[src/rtl/cursor_doubly_linked_list_top_assert.svh]
// Assertion macros used by the list top module.
`ifndef CURSOR_DOUBLY_LINKED_LIST_TOP_ASSERT_SVH
`define CURSOR_DOUBLY_LINKED_LIST_TOP_ASSERT_SVH

// Implication checked every clock edge outside reset.
`define CDL_ASSERT_IMP(label, clk, rst, ante, cons, msg) \
  label: assert property (@(posedge clk) disable iff (rst) (ante) |-> (cons)) \
    else $error(msg);

// Next-cycle implication checked outside reset.
`define CDL_ASSERT_NEXT(label, clk, rst, ante, cons, msg) \
  label: assert property (@(posedge clk) disable iff (rst) (ante) |=> (cons)) \
    else $error(msg);

`endif

[src/rtl/cdl_pkg.sv]
// ----------------------------------------------------------------------------
// cdl_pkg
// Shared types and constants for the cursor linked list.
// ----------------------------------------------------------------------------
package cdl_pkg;
  localparam int CAPACITY_DEF    = 64;
  localparam int VALUE_WIDTH_DEF = 32;
  localparam int DATA_W          = 32;
  localparam int CMD_W           = 3;
  localparam int STATUS_W        = 2;
  localparam int COUNT_W         = 7;

  typedef enum logic [CMD_W-1:0] {
    CMD_INSERT = 3'd0,
    CMD_DELETE = 3'd1,
    CMD_NEXT   = 3'd2,
    CMD_PREV   = 3'd3,
    CMD_READ   = 3'd4,
    CMD_WRITE  = 3'd5,
    CMD_FIRST  = 3'd6,
    CMD_CLEAR  = 3'd7
  } cmd_t;

  typedef enum logic [STATUS_W-1:0] {
    ST_OK    = 2'd0,
    ST_EMPTY = 2'd1,
    ST_END   = 2'd2,
    ST_FULL  = 2'd3
  } status_t;

  typedef enum logic [2:0] {
    S_IDLE,
    S_RD1,
    S_RD2,
    S_WR,
    S_WR2,
    S_RV,
    S_OUT
  } state_t;
endpackage

[src/rtl/cdl_if.sv]
// ----------------------------------------------------------------------------
// cdl_cmd_if / cdl_rsp_if
// Valid/ready channels carrying list requests and results.
// ----------------------------------------------------------------------------
interface cdl_cmd_if;
  logic                      valid;
  logic                      ready;
  logic [cdl_pkg::CMD_W-1:0] command;
  logic [cdl_pkg::DATA_W-1:0] value;
  modport source (output valid, command, value, input ready);
  modport sink (input valid, command, value, output ready);
endinterface

interface cdl_rsp_if;
  logic                         valid;
  logic                         ready;
  logic [cdl_pkg::STATUS_W-1:0] status;
  logic [cdl_pkg::DATA_W-1:0]   read_value;
  logic [cdl_pkg::COUNT_W-1:0]  count;
  modport source (output valid, status, read_value, count, input ready);
  modport sink (input valid, status, read_value, count, output ready);
endinterface

[src/rtl/cdl_pool.sv]
// ----------------------------------------------------------------------------
// cdl_pool
// Node pool: value, next-link and prev-link memories, one write port each
// and one registered read port each, all sharing a read address.
// ----------------------------------------------------------------------------
module cdl_pool #(
  parameter int CAPACITY    = cdl_pkg::CAPACITY_DEF,
  parameter int VALUE_WIDTH = cdl_pkg::VALUE_WIDTH_DEF,
  parameter int AW          = $clog2(CAPACITY),
  parameter int LW          = $clog2(CAPACITY + 1)
) (
  input  logic                   clk,
  input  logic [AW-1:0]          raddr,
  output logic [VALUE_WIDTH-1:0] rval,
  output logic [LW-1:0]          rnext,
  output logic [LW-1:0]          rprev,
  input  logic                   vwe,
  input  logic [AW-1:0]          vaddr,
  input  logic [VALUE_WIDTH-1:0] vdata,
  input  logic                   nwe,
  input  logic [AW-1:0]          naddr,
  input  logic [LW-1:0]          ndata,
  input  logic                   pwe,
  input  logic [AW-1:0]          paddr,
  input  logic [LW-1:0]          pdata
);
  logic [VALUE_WIDTH-1:0] vmem [CAPACITY];
  logic [LW-1:0]          nmem [CAPACITY];
  logic [LW-1:0]          pmem [CAPACITY];

  always_ff @(posedge clk) begin
    if (vwe) vmem[vaddr] <= vdata;
    if (nwe) nmem[naddr] <= ndata;
    if (pwe) pmem[paddr] <= pdata;
    rval  <= vmem[raddr];
    rnext <= nmem[raddr];
    rprev <= pmem[raddr];
  end
endmodule

[src/rtl/cursor_doubly_linked_list_top.sv]
// Sequence: the result is registered in OUT, after RV, for read, write, first,
// clear, a full pool and any other request on an empty list, which go from RD1
// to RV; step next and step previous add RD2; insert into an empty list and
// delete of the head add RD2 and WR; other inserts and deletes, which write
// links in WR and WR2, add all three. Throughput: one request at a time; a held
// result stalls only the next request's final cycle. Reset clears head, tail,
// cursor, free list and counts; pool memories are not cleared.
// ----------------------------------------------------------------------------
// cursor_doubly_linked_list_top
// Doubly linked list with cursor in a fixed node pool, with a free list.
// ----------------------------------------------------------------------------
module cursor_doubly_linked_list_top #(
  parameter int CAPACITY    = cdl_pkg::CAPACITY_DEF,
  parameter int VALUE_WIDTH = cdl_pkg::VALUE_WIDTH_DEF
) (
  input logic clk,
  input logic rst,
  cdl_cmd_if.sink   req,
  cdl_rsp_if.source rsp
);
  import cdl_pkg::*;
  `include "cursor_doubly_linked_list_top_assert.svh"

  localparam int AW = $clog2(CAPACITY);
  localparam int LW = $clog2(CAPACITY + 1);
  localparam logic [LW-1:0] NIL = LW'(CAPACITY);

  state_t state, state_next;

  // List registers.
  logic [LW-1:0] head, tail, cursor, free_head, fresh, count;
  logic [LW-1:0] head_next, tail_next, cursor_next, free_head_next, fresh_next, count_next;

  // The accepted request, and node indexes gathered while it runs.
  cmd_t                   cmd;
  logic [VALUE_WIDTH-1:0] val;
  logic [LW-1:0]          nn, nn_next;   // new node for insert
  logic [LW-1:0]          lp, lp_next;   // latched prev of cursor
  logic [LW-1:0]          ls, ls_next;   // latched next of cursor
  logic [STATUS_W-1:0]    st, st_next;

  // Result register.
  logic                   ovalid;
  logic                   load_out;
  logic [STATUS_W-1:0]    ostatus;
  logic [VALUE_WIDTH-1:0] oval;
  logic [COUNT_W-1:0]     ocount;

  // Pool ports.
  logic [AW-1:0]          raddr;
  logic [VALUE_WIDTH-1:0] rval;
  logic [LW-1:0]          rnext, rprev;
  logic                   vwe, nwe, pwe;
  logic [AW-1:0]          vaddr, naddr, paddr;
  logic [VALUE_WIDTH-1:0] vdata;
  logic [LW-1:0]          ndata, pdata;

  cdl_pool #(.CAPACITY(CAPACITY), .VALUE_WIDTH(VALUE_WIDTH), .AW(AW), .LW(LW)) u_pool (
    .clk(clk), .raddr(raddr), .rval(rval), .rnext(rnext), .rprev(rprev),
    .vwe(vwe), .vaddr(vaddr), .vdata(vdata),
    .nwe(nwe), .naddr(naddr), .ndata(ndata),
    .pwe(pwe), .paddr(paddr), .pdata(pdata)
  );

  function automatic logic is_node(input logic [LW-1:0] x);
    return x < NIL;
  endfunction

  // A new request is taken in idle. The result register parts the two sides:
  // a waiting result only holds the next request in its final cycle, so a
  // waiting result never gets overwritten.
  assign req.ready      = (state == S_IDLE);
  assign load_out       = (state == S_OUT) && (!ovalid || rsp.ready);
  assign rsp.valid      = ovalid;
  assign rsp.status     = ostatus;
  assign rsp.read_value = DATA_W'(oval);
  assign rsp.count      = ocount;

  always_ff @(posedge clk) begin
    if (rst) begin
      state     <= S_IDLE;
      head      <= NIL;
      tail      <= NIL;
      cursor    <= NIL;
      free_head <= NIL;
      fresh     <= '0;
      count     <= '0;
      ovalid    <= 1'b0;
    end else begin
      state     <= state_next;
      head      <= head_next;
      tail      <= tail_next;
      cursor    <= cursor_next;
      free_head <= free_head_next;
      fresh     <= fresh_next;
      count     <= count_next;
      if (load_out) ovalid <= 1'b1;
      else if (rsp.ready) ovalid <= 1'b0;
    end
  end

  always_ff @(posedge clk) begin
    if (req.valid && req.ready) begin
      cmd <= cmd_t'(req.command);
      val <= VALUE_WIDTH'(req.value);
    end
    nn <= nn_next;
    lp <= lp_next;
    ls <= ls_next;
    st <= st_next;
    if (load_out) begin
      ostatus <= st;
      // The pool read issued in S_RV addressed the final cursor, and the
      // address has not moved since.
      oval    <= is_node(cursor) ? rval : '0;
      ocount  <= COUNT_W'(count);
    end
  end

  // Sequencer. RD1 reads the free-list head (insert) or the cursor node;
  // RD2 uses those links and, for insert, reads the cursor's links; WR and
  // WR2 write links back, and WR the new node's value, one entry per memory per
  // cycle; RV reads the value at the final cursor; OUT loads the result register.
  always_comb begin
    state_next     = state;
    head_next      = head;
    tail_next      = tail;
    cursor_next    = cursor;
    free_head_next = free_head;
    fresh_next     = fresh;
    count_next     = count;
    nn_next        = nn;
    lp_next        = lp;
    ls_next        = ls;
    st_next        = st;
    raddr          = AW'(cursor);
    vwe = 1'b0; nwe = 1'b0; pwe = 1'b0;
    vaddr = AW'(cursor); naddr = AW'(cursor); paddr = AW'(cursor);
    vdata = val; ndata = NIL; pdata = NIL;
    case (state)
      S_IDLE: begin
        if (req.valid && req.ready) begin
          state_next = S_RD1;
          st_next    = ST_OK;
        end
      end
      S_RD1: begin
        case (cmd)
          CMD_INSERT: begin
            // The free-list head's next link is needed to pop it.
            raddr = AW'(free_head);
            if (is_node(free_head)) begin
              nn_next = free_head;
              state_next = S_RD2;
            end else if (fresh < NIL) begin
              nn_next = fresh;
              state_next = S_RD2;
            end else begin
              st_next = ST_FULL;
              state_next = S_RV;
            end
          end
          CMD_CLEAR: begin
            head_next = NIL; tail_next = NIL; cursor_next = NIL;
            free_head_next = NIL; fresh_next = '0; count_next = '0;
            state_next = S_RV;
          end
          CMD_FIRST: begin
            cursor_next = head;
            st_next = is_node(head) ? ST_OK : ST_EMPTY;
            state_next = S_RV;
          end
          default: begin
            if (!is_node(cursor)) begin
              st_next = ST_EMPTY;
              state_next = S_RV;
            end else if (cmd == CMD_READ) begin
              state_next = S_RV;
            end else if (cmd == CMD_WRITE) begin
              vwe = 1'b1;
              state_next = S_RV;
            end else begin
              // Delete and steps read the cursor links at the default address.
              state_next = S_RD2;
            end
          end
        endcase
      end
      S_RD2: begin
        // rnext/rprev now hold the links of the node read in RD1.
        case (cmd)
          CMD_INSERT: begin
            if (is_node(free_head)) free_head_next = rnext;
            else fresh_next = fresh + LW'(1);
            raddr = AW'(cursor);
            state_next = S_WR;
          end
          CMD_DELETE: begin
            lp_next = rprev;
            ls_next = rnext;
            state_next = S_WR;
          end
          CMD_NEXT: begin
            if (is_node(rnext)) cursor_next = rnext;
            else begin cursor_next = tail; st_next = ST_END; end
            state_next = S_RV;
          end
          CMD_PREV: begin
            if (is_node(rprev)) cursor_next = rprev;
            else begin cursor_next = head; st_next = ST_END; end
            state_next = S_RV;
          end
          default: state_next = S_RV;
        endcase
      end
      S_WR: begin
        if (cmd == CMD_INSERT) begin
          // rnext is the cursor's successor when the cursor is a node.
          vwe = 1'b1; vaddr = AW'(nn); vdata = val;
          nwe = 1'b1; naddr = AW'(nn); ndata = is_node(cursor) ? rnext : NIL;
          pwe = 1'b1; paddr = AW'(nn); pdata = cursor;
          ls_next = rnext;
          if (is_node(cursor)) begin
            state_next = S_WR2;
          end else begin
            head_next = nn; tail_next = nn;
            cursor_next = nn;
            count_next = count + LW'(1);
            state_next = S_RV;
          end
        end else begin
          // Delete the cursor node with prev lp and next ls; it goes onto
          // the free list.
          nwe = 1'b1; naddr = AW'(cursor); ndata = free_head;
          free_head_next = cursor;
          if (is_node(ls)) begin pwe = 1'b1; paddr = AW'(ls); pdata = lp; end
          else tail_next = lp;
          if (is_node(lp)) begin
            cursor_next = lp;
            state_next = S_WR2;
          end else begin
            cursor_next = ls;
            head_next = ls;
            state_next = S_RV;
          end
          if (count != '0) count_next = count - LW'(1);
        end
      end
      S_WR2: begin
        if (cmd == CMD_INSERT) begin
          // Link the new node in after the cursor.
          nwe = 1'b1; naddr = AW'(cursor); ndata = nn;
          if (is_node(ls)) begin pwe = 1'b1; paddr = AW'(ls); pdata = nn; end
          else tail_next = nn;
          cursor_next = nn;
          count_next = count + LW'(1);
        end else begin
          // The predecessor's next link skips the deleted node.
          nwe = 1'b1; naddr = AW'(lp); ndata = ls;
        end
        state_next = S_RV;
      end
      S_RV: begin
        state_next = S_OUT;
      end
      S_OUT: begin
        if (load_out) state_next = S_IDLE;
      end
      default: state_next = S_IDLE;
    endcase
  end

  `CDL_ASSERT_IMP(a_ready_idle, clk, rst, req.ready, state == S_IDLE, "ready outside idle")
  `CDL_ASSERT_IMP(a_count_max, clk, rst, 1'b1, count <= NIL, "count overflow")
  `CDL_ASSERT_NEXT(a_out_valid, clk, rst, state == S_OUT, ovalid, "result not registered")
  `CDL_ASSERT_NEXT(a_rsp_hold, clk, rst, rsp.valid && !rsp.ready, rsp.valid && $stable(rsp.read_value), "result dropped while stalled")
endmodule
[src/flat_wrapper.sv]
// flat-port wrapper written by rule: the top's interface ports become plain ports
module cursor_doubly_linked_list_top_flat import cdl_pkg::*;
#(
  parameter int CAPACITY    = cdl_pkg::CAPACITY_DEF,
  parameter int VALUE_WIDTH = cdl_pkg::VALUE_WIDTH_DEF
)
  (clk, rst, req_valid, req_command, req_value, req_ready, rsp_valid, rsp_status, rsp_read_value, rsp_count, rsp_ready);
  cdl_cmd_if req_i ();
  cdl_rsp_if rsp_i ();
  input logic clk;
  input logic rst;
  input wire logic [$bits(req_i.valid)-1:0] req_valid;
  input wire logic [$bits(req_i.command)-1:0] req_command;
  input wire logic [$bits(req_i.value)-1:0] req_value;
  output wire logic [$bits(req_i.ready)-1:0] req_ready;
  output wire logic [$bits(rsp_i.valid)-1:0] rsp_valid;
  output wire logic [$bits(rsp_i.status)-1:0] rsp_status;
  output wire logic [$bits(rsp_i.read_value)-1:0] rsp_read_value;
  output wire logic [$bits(rsp_i.count)-1:0] rsp_count;
  input wire logic [$bits(rsp_i.ready)-1:0] rsp_ready;
  assign req_i.valid = req_valid;
  assign req_i.command = req_command;
  assign req_i.value = req_value;
  assign req_ready = req_i.ready;
  assign rsp_valid = rsp_i.valid;
  assign rsp_status = rsp_i.status;
  assign rsp_read_value = rsp_i.read_value;
  assign rsp_count = rsp_i.count;
  assign rsp_i.ready = rsp_ready;
  cursor_doubly_linked_list_top #(.CAPACITY(CAPACITY), .VALUE_WIDTH(VALUE_WIDTH)) u_core (.clk(clk), .rst(rst), .req(req_i), .rsp(rsp_i));
endmodule
[config.mk]
export PLATFORM = sky130hd
export DESIGN_NAME = cursor_doubly_linked_list_top_flat
export DESIGN_NICKNAME = d
export VERILOG_FILES = /design/src/rtl/cdl_pkg.sv /design/src/rtl/cdl_if.sv /design/src/rtl/cdl_pool.sv /design/src/rtl/cursor_doubly_linked_list_top.sv /design/src/flat_wrapper.sv
export VERILOG_INCLUDE_DIRS = /design/src /design/src/rtl
export SDC_FILE = /design/constraint.sdc
export NUM_CORES = 2
export LEC_CHECK = 0
export BUFFER_PORTS_ARGS = -buffer_cell sky130_fd_sc_hd__buf_2
export CAP_MARGIN = 20
export CORE_MARGIN = 2
export CORE_UTILIZATION = 30
export CTS_BUF_LIST = sky130_fd_sc_hd__clkbuf_2 sky130_fd_sc_hd__clkbuf_4 sky130_fd_sc_hd__clkbuf_8
export DETAILED_ROUTE_END_ITERATION = 6
export SYNTH_ARGS = -nofsm -noshare
export SYNTH_HDL_FRONTEND = slang
export SYNTH_SLANG_ARGS = --single-unit
[constraint.sdc]
create_clock -name clk -period 15.4 [get_ports clk]
set_input_delay 0 -clock clk [delete_from_list [all_inputs] [get_ports clk]]
set_output_delay 0 -clock clk [all_outputs]
set_load 0.02 [all_outputs]
* Word-level counts from Yosys, hierarchy flattened
Memory sizes are Yosys's and may differ from the RTL's. A register that Yosys moved wholly into a read port is not among the register bits.
Index checks and enable logic that the tools add are counted.
** Storage, ports and cells
- Bits of input ports :: 39
- Bits in read-only memories :: 0
- Output and inout bits :: 43
- Latch bits :: 0
- Bits in registers :: 145
- Memories kept :: 3
- Bits in writable memories :: 2944
** Operators by class
- Reductions and logical operators :: 31
- Magnitude comparators :: 8
- Eq/ne operators :: 36
- Muxes and demuxes :: 97
- Shifts and indexed selects :: 0
- $add $sub $neg :: 3
- Div/mod/pow operators :: 0
- Multipliers :: 0
- Bitwise operators :: 0
** Memory list
- u_core.u_pool.vmem :: words 64, bits a word 32, rd ports 1, clocked after Yosys merged registers in 1, write ports 1, line cdl_pool.sv:27 : logic [VALUE_WIDTH-1:0] vmem [CAPACITY];
- u_core.u_pool.nmem :: words 64, bits a word 7, rd ports 1, clocked after Yosys merged registers in 1, write ports 1, line cdl_pool.sv:28 : logic [LW-1:0] nmem [CAPACITY];
- u_core.u_pool.pmem :: words 64, bits a word 7, rd ports 1, clocked after Yosys merged registers in 1, write ports 1, line cdl_pool.sv:29 : logic [LW-1:0] pmem [CAPACITY];
** Operator list (number)
- 7-bit two-way mux :: 34
- 7-bit case mux with 2 select lines :: 7
- 7-bit case mux with 3 select lines :: 3
- 7-bit < comparator, second input constant :: 8
- 6-bit two-way mux :: 8
- 7-bit case mux with 4 select lines :: 1
- 3-bit two-way mux :: 9
- 6-bit case mux with 2 select lines :: 2
- 3-bit equality test, second input constant :: 7
- 3-bit case mux with 7 select lines :: 1
- 1-bit two-way mux :: 20
- 3-bit inequality test, second input constant :: 6
- 5-bit AND reduction :: 3
- 7-bit by 1-bit adder with 7-bit output, second input constant :: 2
- 3-bit by 2-bit equality test with 1-bit output, second input constant :: 4
- 2-bit two-way mux :: 6
- 2-bit by 1-bit inequality test with 1-bit output, second input constant :: 6
- 2-bit inequality test, second input constant :: 6
- 2-bit case mux with 3 select lines :: 2
- 2-bit nonzero test :: 5
- 9-bit AND reduction :: 1
- 3-bit nonzero test :: 3
- 4-bit AND reduction :: 2
- 7-bit nonzero test :: 1
- other kinds (18) :: 28

* Longest topological paths before layout
- Depth in word-level cells :: 8
- Gate-level depth with buffers :: 14

* Hierarchy
A second synthesis with hierarchy kept.
** Unflattened totals
- Cells, all modules :: 5864
- Area total of the unflattened synthesis :: 121231.3 µm²
** By module, submodules not included
- cdl_pool :: seq. area each 89325.7 µm², area each 113971.8 µm², times used 1, cells each 5199
- cursor_doubly_linked_list_top :: seq. area each 3893.7 µm², area each 7259.5 µm², times used 1, cells each 665

* Worst setup path before layout
OpenSTA, ideal clock, no wires.
- Path type :: register -> register
- Start :: register u_core.cmd[0]
- End :: memory u_core.u_pool.nmem[0][0] in the netlist's numbering, data pin
- Stages on the path, launching flop included :: 8
- Period minus slack after synthesis :: 5101 ps
- Arrival :: 4399 ps
- Required time :: 14698 ps
- Buffers on the path :: 4
- Slack :: 10299 ps
- Cell sequence :: edfxtp_1 or3_1 buf_2 buf_2 buf_1 clkbuf_1 mux2i_1 o21ai_0
** Between the ends
- Longest elaborated chain between the ends :: 3
- Elaborated cells on any way between the ends :: 4
- Classes of those cells :: mux (3); reduce/logical (1)
** Ends and longest elaborated chain
- start, declared :: line cursor_doubly_linked_list_top.sv:35 : cmd_t cmd;
- start signal, assigned :: line cursor_doubly_linked_list_top.sv:104 : cmd <= cmd_t'(req.command);
- 3-bit logical NOT (*) :: line cursor_doubly_linked_list_top.sv:217, cursor_doubly_linked_list_top.sv:250
- 7-bit two-way mux (on tied branches) :: line cursor_doubly_linked_list_top.sv:250, cursor_doubly_linked_list_top.sv:217
- 7-bit case mux with 2 select lines (*) :: line cursor_doubly_linked_list_top.sv:140 : case (state)
- via u_core.ndata[0] :: line cursor_doubly_linked_list_top.sv:56 : logic [LW-1:0] ndata, pdata;
- end, declared :: line cdl_pool.sv:28
The timed path passes the listed nets; every way through them passes the cells marked *.

* Worst setup path after layout
- Start :: register u_core.state[0]
- End :: register u_core.u_pool.rval[5] (read register of u_core.u_pool.vmem)
** Between the ends
- Longest elaborated chain between the ends :: 2
** Ends and longest elaborated chain
- start, declared :: line cursor_doubly_linked_list_top.sv:28 : state_t state, state_next;
- start signal, assigned :: line cursor_doubly_linked_list_top.sv:90 : state <= state_next;
- 3-bit by 1-bit equality test with 1-bit output :: line cursor_doubly_linked_list_top.sv:140
- 6-bit two-way mux
- end, declared :: line cdl_pool.sv:14 : output logic [VALUE_WIDTH-1:0] rval,
Every way passes these cells.
A chain may end at the register's enable or synchronous reset.

==> results.md <==
* Met3 Use GR at 5.68%
* Post-CTS sizing at 0
* Via count at 84,953
* Power Density at 143 nW/um2
* Ys Warns at 0
* Total CTS buffers at approximately 530
* First-pass GRT wire length at around 630,000 um
* Met2 Usage GRT at around 32%
* Pre-antenna DRT Iters at 7
* Global route overflow at 0
* Top cells by area, synth: edfxtp_1 73%, nand2_1 4.9%, mux2i_1 4.2%
* Max Cap Viol at 0
* CTS Sinks at about 3,100
* Synth Area in Simple Gates at under 10%
* Reg clk slew, reported paths at 0.07 ns
* H-tree Lvls at 6
* Setup-failing EPs final at 0
* LEAKAGE at 0.0467 uW
* Synth area leader: edfxtp_1
* Synth Area in Adders at less than 1%
* Final hold violations at 0
* Top FF cell, synth: edfxtp_1
* Die height at roughly 650 um
* Syn Area/Cell at between 10 and 15 um2
* Post-synthesis cell type count at between 80 and 90
* Met1 Use GR at approximately 28%
* Critical Path, Cell by Cell: nor3b_2, buf_4, a21boi_1, buf_4, nor2_4, buf_4, buf_4, buf_4, buf_12, buf_4, nand2_1, a32oi_1, nand4_1, a21oi_1, or4_1
* Top achievable clock speed at approximately 150 MHz
* Vias per std cell at approximately 5.7
* Critical path depth at 15
* XOR/XNOR Fraction of Synth Area at 0.0281%
* Max rail drop VDD at 0.112 mV
* Total Wirelength at ~460,000 um
* Setup Crit Path Kind: reg2reg
* Largest net degree at the start of global routing at 172
* #FFs+latches synth at approximately 3,100
* Complex-gate fraction of the synthesized area at approximately 9.3%
* Number of global-route vias before repair at ~80,000
* DIE WIDTH at 649 um
* Worst min-delay path class: in2reg
* Iter 0 DRT Violations at 14,293
* Cell count after placement at roughly 14,000
* Layout cells sized above 1 at between 10% and 20%
* Syn Nets at ~8,800
* Mux cell area share after synthesis at roughly 4.5%
* Failing checks: design-rule violations
* Clk_skew at ~0.06 ns
* Most frequent cells in the layout: 3,043 x edfxtp_1, 1,635 x nand2_1, 614 x a21oi_1
* Post-Synthesis Cells at slightly below 9,000
* Total Routing Usage GR at 21.1%
* Post-CTS setup buffers at 0
* Largest delay share family, worst path: buffers and inverters
* Worst path required time at around 16 ns
* Fin Setup TNS at 0 ns
* Row cnt at roughly 240
* Most common cell after layout, fill and taps aside: edfxtp_1
* DR DRC count at 1
* Max_slew headroom at around 20%
* Top Usage Layer GRT: met2
* Full die area at 421,000 um2
* Port bufs at between 80 and 90
* Post-synth EDFFs at just over 3,000
* Critical path buffers and inverters at 7
* Initial antenna violation count at 37
* Post-Synthesis Cell Area at ~120,000 um2
* Fill cells at between 30,000 and 40,000
* Cell repeated most along the worst path: buf_4
* CP max stage delay at 0.85 ns
* Area growth, synth to finish at 15.1%
* R2R depth at 15
* RSZ-0062 raised after global routing: false
* Period utilization at 42.4%
* Final min period at 6.52 ns
* Final Non-Filler Cells at 14,981
* Slowest CP cell: buf_4
* Initial Util at 30.1%
* Hold depth at 3
* Sequential area share after synthesis at approximately three quarters
* I/O pins at ~80
* Worst-margin pin slew at ~1.2 ns
* Overall Power at approximately 20,000 uW
* Status: complete, but fails checks
* Clock latency on the worst-skew pair at around 1.2 ns
* CTS tree: built
* Final ANT Viol Nets at 0
* Layout Nets at 9,140
* Startpoint types: flop
* Yosys top cell area share at 73.3%
* Main combinational cell family by area after synthesis: simple AND/OR/NAND/NOR gates
* Async set or reset register ratio after synthesis at 0%
* CP Max Fanout at 121
* Clk buf depth at 4
* CP Data Arrival Time at roughly 7.6 ns
* Final Max Tran Viols at 0
* Wire per inst at between 30 and 40 um
* CORE AREA at approximately 410,000 um2
* Routability cong. at 0.887
* Type of element capturing the critical path: flop
* Root buf cell: clkbuf_8
* Detail Placement HPWL at about 250,000 um
[layout make-up]
type	count	area, um2	area share [%]
Antenna cell	27	67.6	0.0471
Clock buffer	721	8830	6.15
Clock inverter	189	1360	0.951
Inverter	10	37.5	0.0262
Multi-Input combinational cell	5008	29800	20.8
Sequential cell	3135	93200	65.0
Tap cell	5474	6850	4.77
Timing Repair Buffer	417	3250	2.27
[final timing paths]
kind / from / to / slack [ns]
worst min-delay path: req_valid / u_core.cmd[2] / 0.08
worst min register to register: u_core.st[0] / u_core.rsp.status[0] / 0.43
worst max-delay path: u_core.state[0] / u_core.u_pool.rval[5] / 8.88
worst max register to register: u_core.state[0] / u_core.u_pool.rval[5] / 8.88
[synthesized netlist by cell type, types with 12 or more instances]
| master | number |
|---|---|
| a2111oi_0 | 19 |
| a211o_1 | 14 |
| a211oi_1 | 126 |
| a21oi_1 | 614 |
| a221o_1 | 22 |
| a221oi_1 | 35 |
| a22o_1 | 18 |
| a22oi_1 | 156 |
| a311oi_1 | 16 |
| a31oi_1 | 148 |
| a32oi_1 | 59 |
| and3_1 | 110 |
| buf_1 | 75 |
| buf_2 | 263 |
| clkbuf_1 | 224 |
| dfxtp_1 | 92 |
| edfxtp_1 | 3043 |
| mux2_2 | 27 |
| mux2i_1 | 525 |
| nand2_1 | 1640 |
| nand2b_1 | 18 |
| nand3_1 | 263 |
| nand4_1 | 79 |
| nor2_1 | 322 |
| nor2b_1 | 48 |
| nor3_1 | 62 |
| nor4_1 | 49 |
| o2111ai_1 | 16 |
| o211ai_1 | 14 |
| o21ai_0 | 123 |
| o21ai_1 | 12 |
| o221ai_1 | 82 |
| o22a_1 | 14 |
| o22ai_1 | 153 |
| or3_1 | 21 |
| or4_1 | 33 |
[metal layers]
| layer | wire (um) | vias to the layer above |
|---|---|---|
| met3 | 58700 | 1291 |
| li1 | - | 34419 |
| met2 | 203000 | 6433 |
| met4 | 26000 | 26 |
| met1 | 171000 | 42784 |
| met5 | 172 | - |
[registers in the layout, indices dropped and copies added (netlist names), 7 cells and up]
register / cells
u_core.ls: 7
u_core.head: 7
u_core.u_pool.rprev: 7
u_core.count: 7
u_core.fresh: 7
u_core.lp: 7
u_core.tail: 7
u_core.cursor: 7
u_core.u_pool.vmem: 2048
u_core.rsp.read_value: 32
u_core.rsp.count: 7
u_core.u_pool.rval: 32
u_core.u_pool.pmem: 448
u_core.u_pool.nmem: 448
u_core.free_head: 7
u_core.val: 32
u_core.u_pool.rnext: 7
u_core.nn: 7
[worst reg2reg max path, delay by kind of cell, from the launching register on]
family	cells	cell delay, ns
buffers and inverters	7	3.85
flip-flops	1	0.74
AO/OA/AOI/OAI	3	0.88
AND/OR/NAND/NOR	5	0.95
[cells by family after synthesis]
family                     after synthesis
adders and majority gates                4
xor gates and xnor gates                 4
muxes                                  552
AOI/OAI and AO/OA                     1758
DFF                                   3135
and+or+nand+nor                       2690
buffers and inverters                  585
[power by group]
| group | total, uW | internal, uW | switching (uW) |
|---|---|---|---|
| Combinational | 3520 | 917 | 2600 |
| Sequential | 9690 | 9560 | 136 |
| Clock | 7340 | 3850 | 3490 |
[through the flow]
step	cell area, um2	utilization [%]	setup slack, ns	hold WS, ns
after floorplan	125000	-	10.30	0.0989
after global placement	132000	32.0	9.20	0.180
after detailed placement	132000	32.0	9.12	0.179
after CTS	143000	34.7	9.09	0.00574
after global routing	143000	34.7	8.68	0.0616
final	143000	34.7	8.88	0.0751
[what timing repair did]
action	in CTS	in global routing
setup endpoints to repair	0	0
hold endpoints to repair	133	0
hold buffers	77	0
Power figures use the tool's default switching activity.
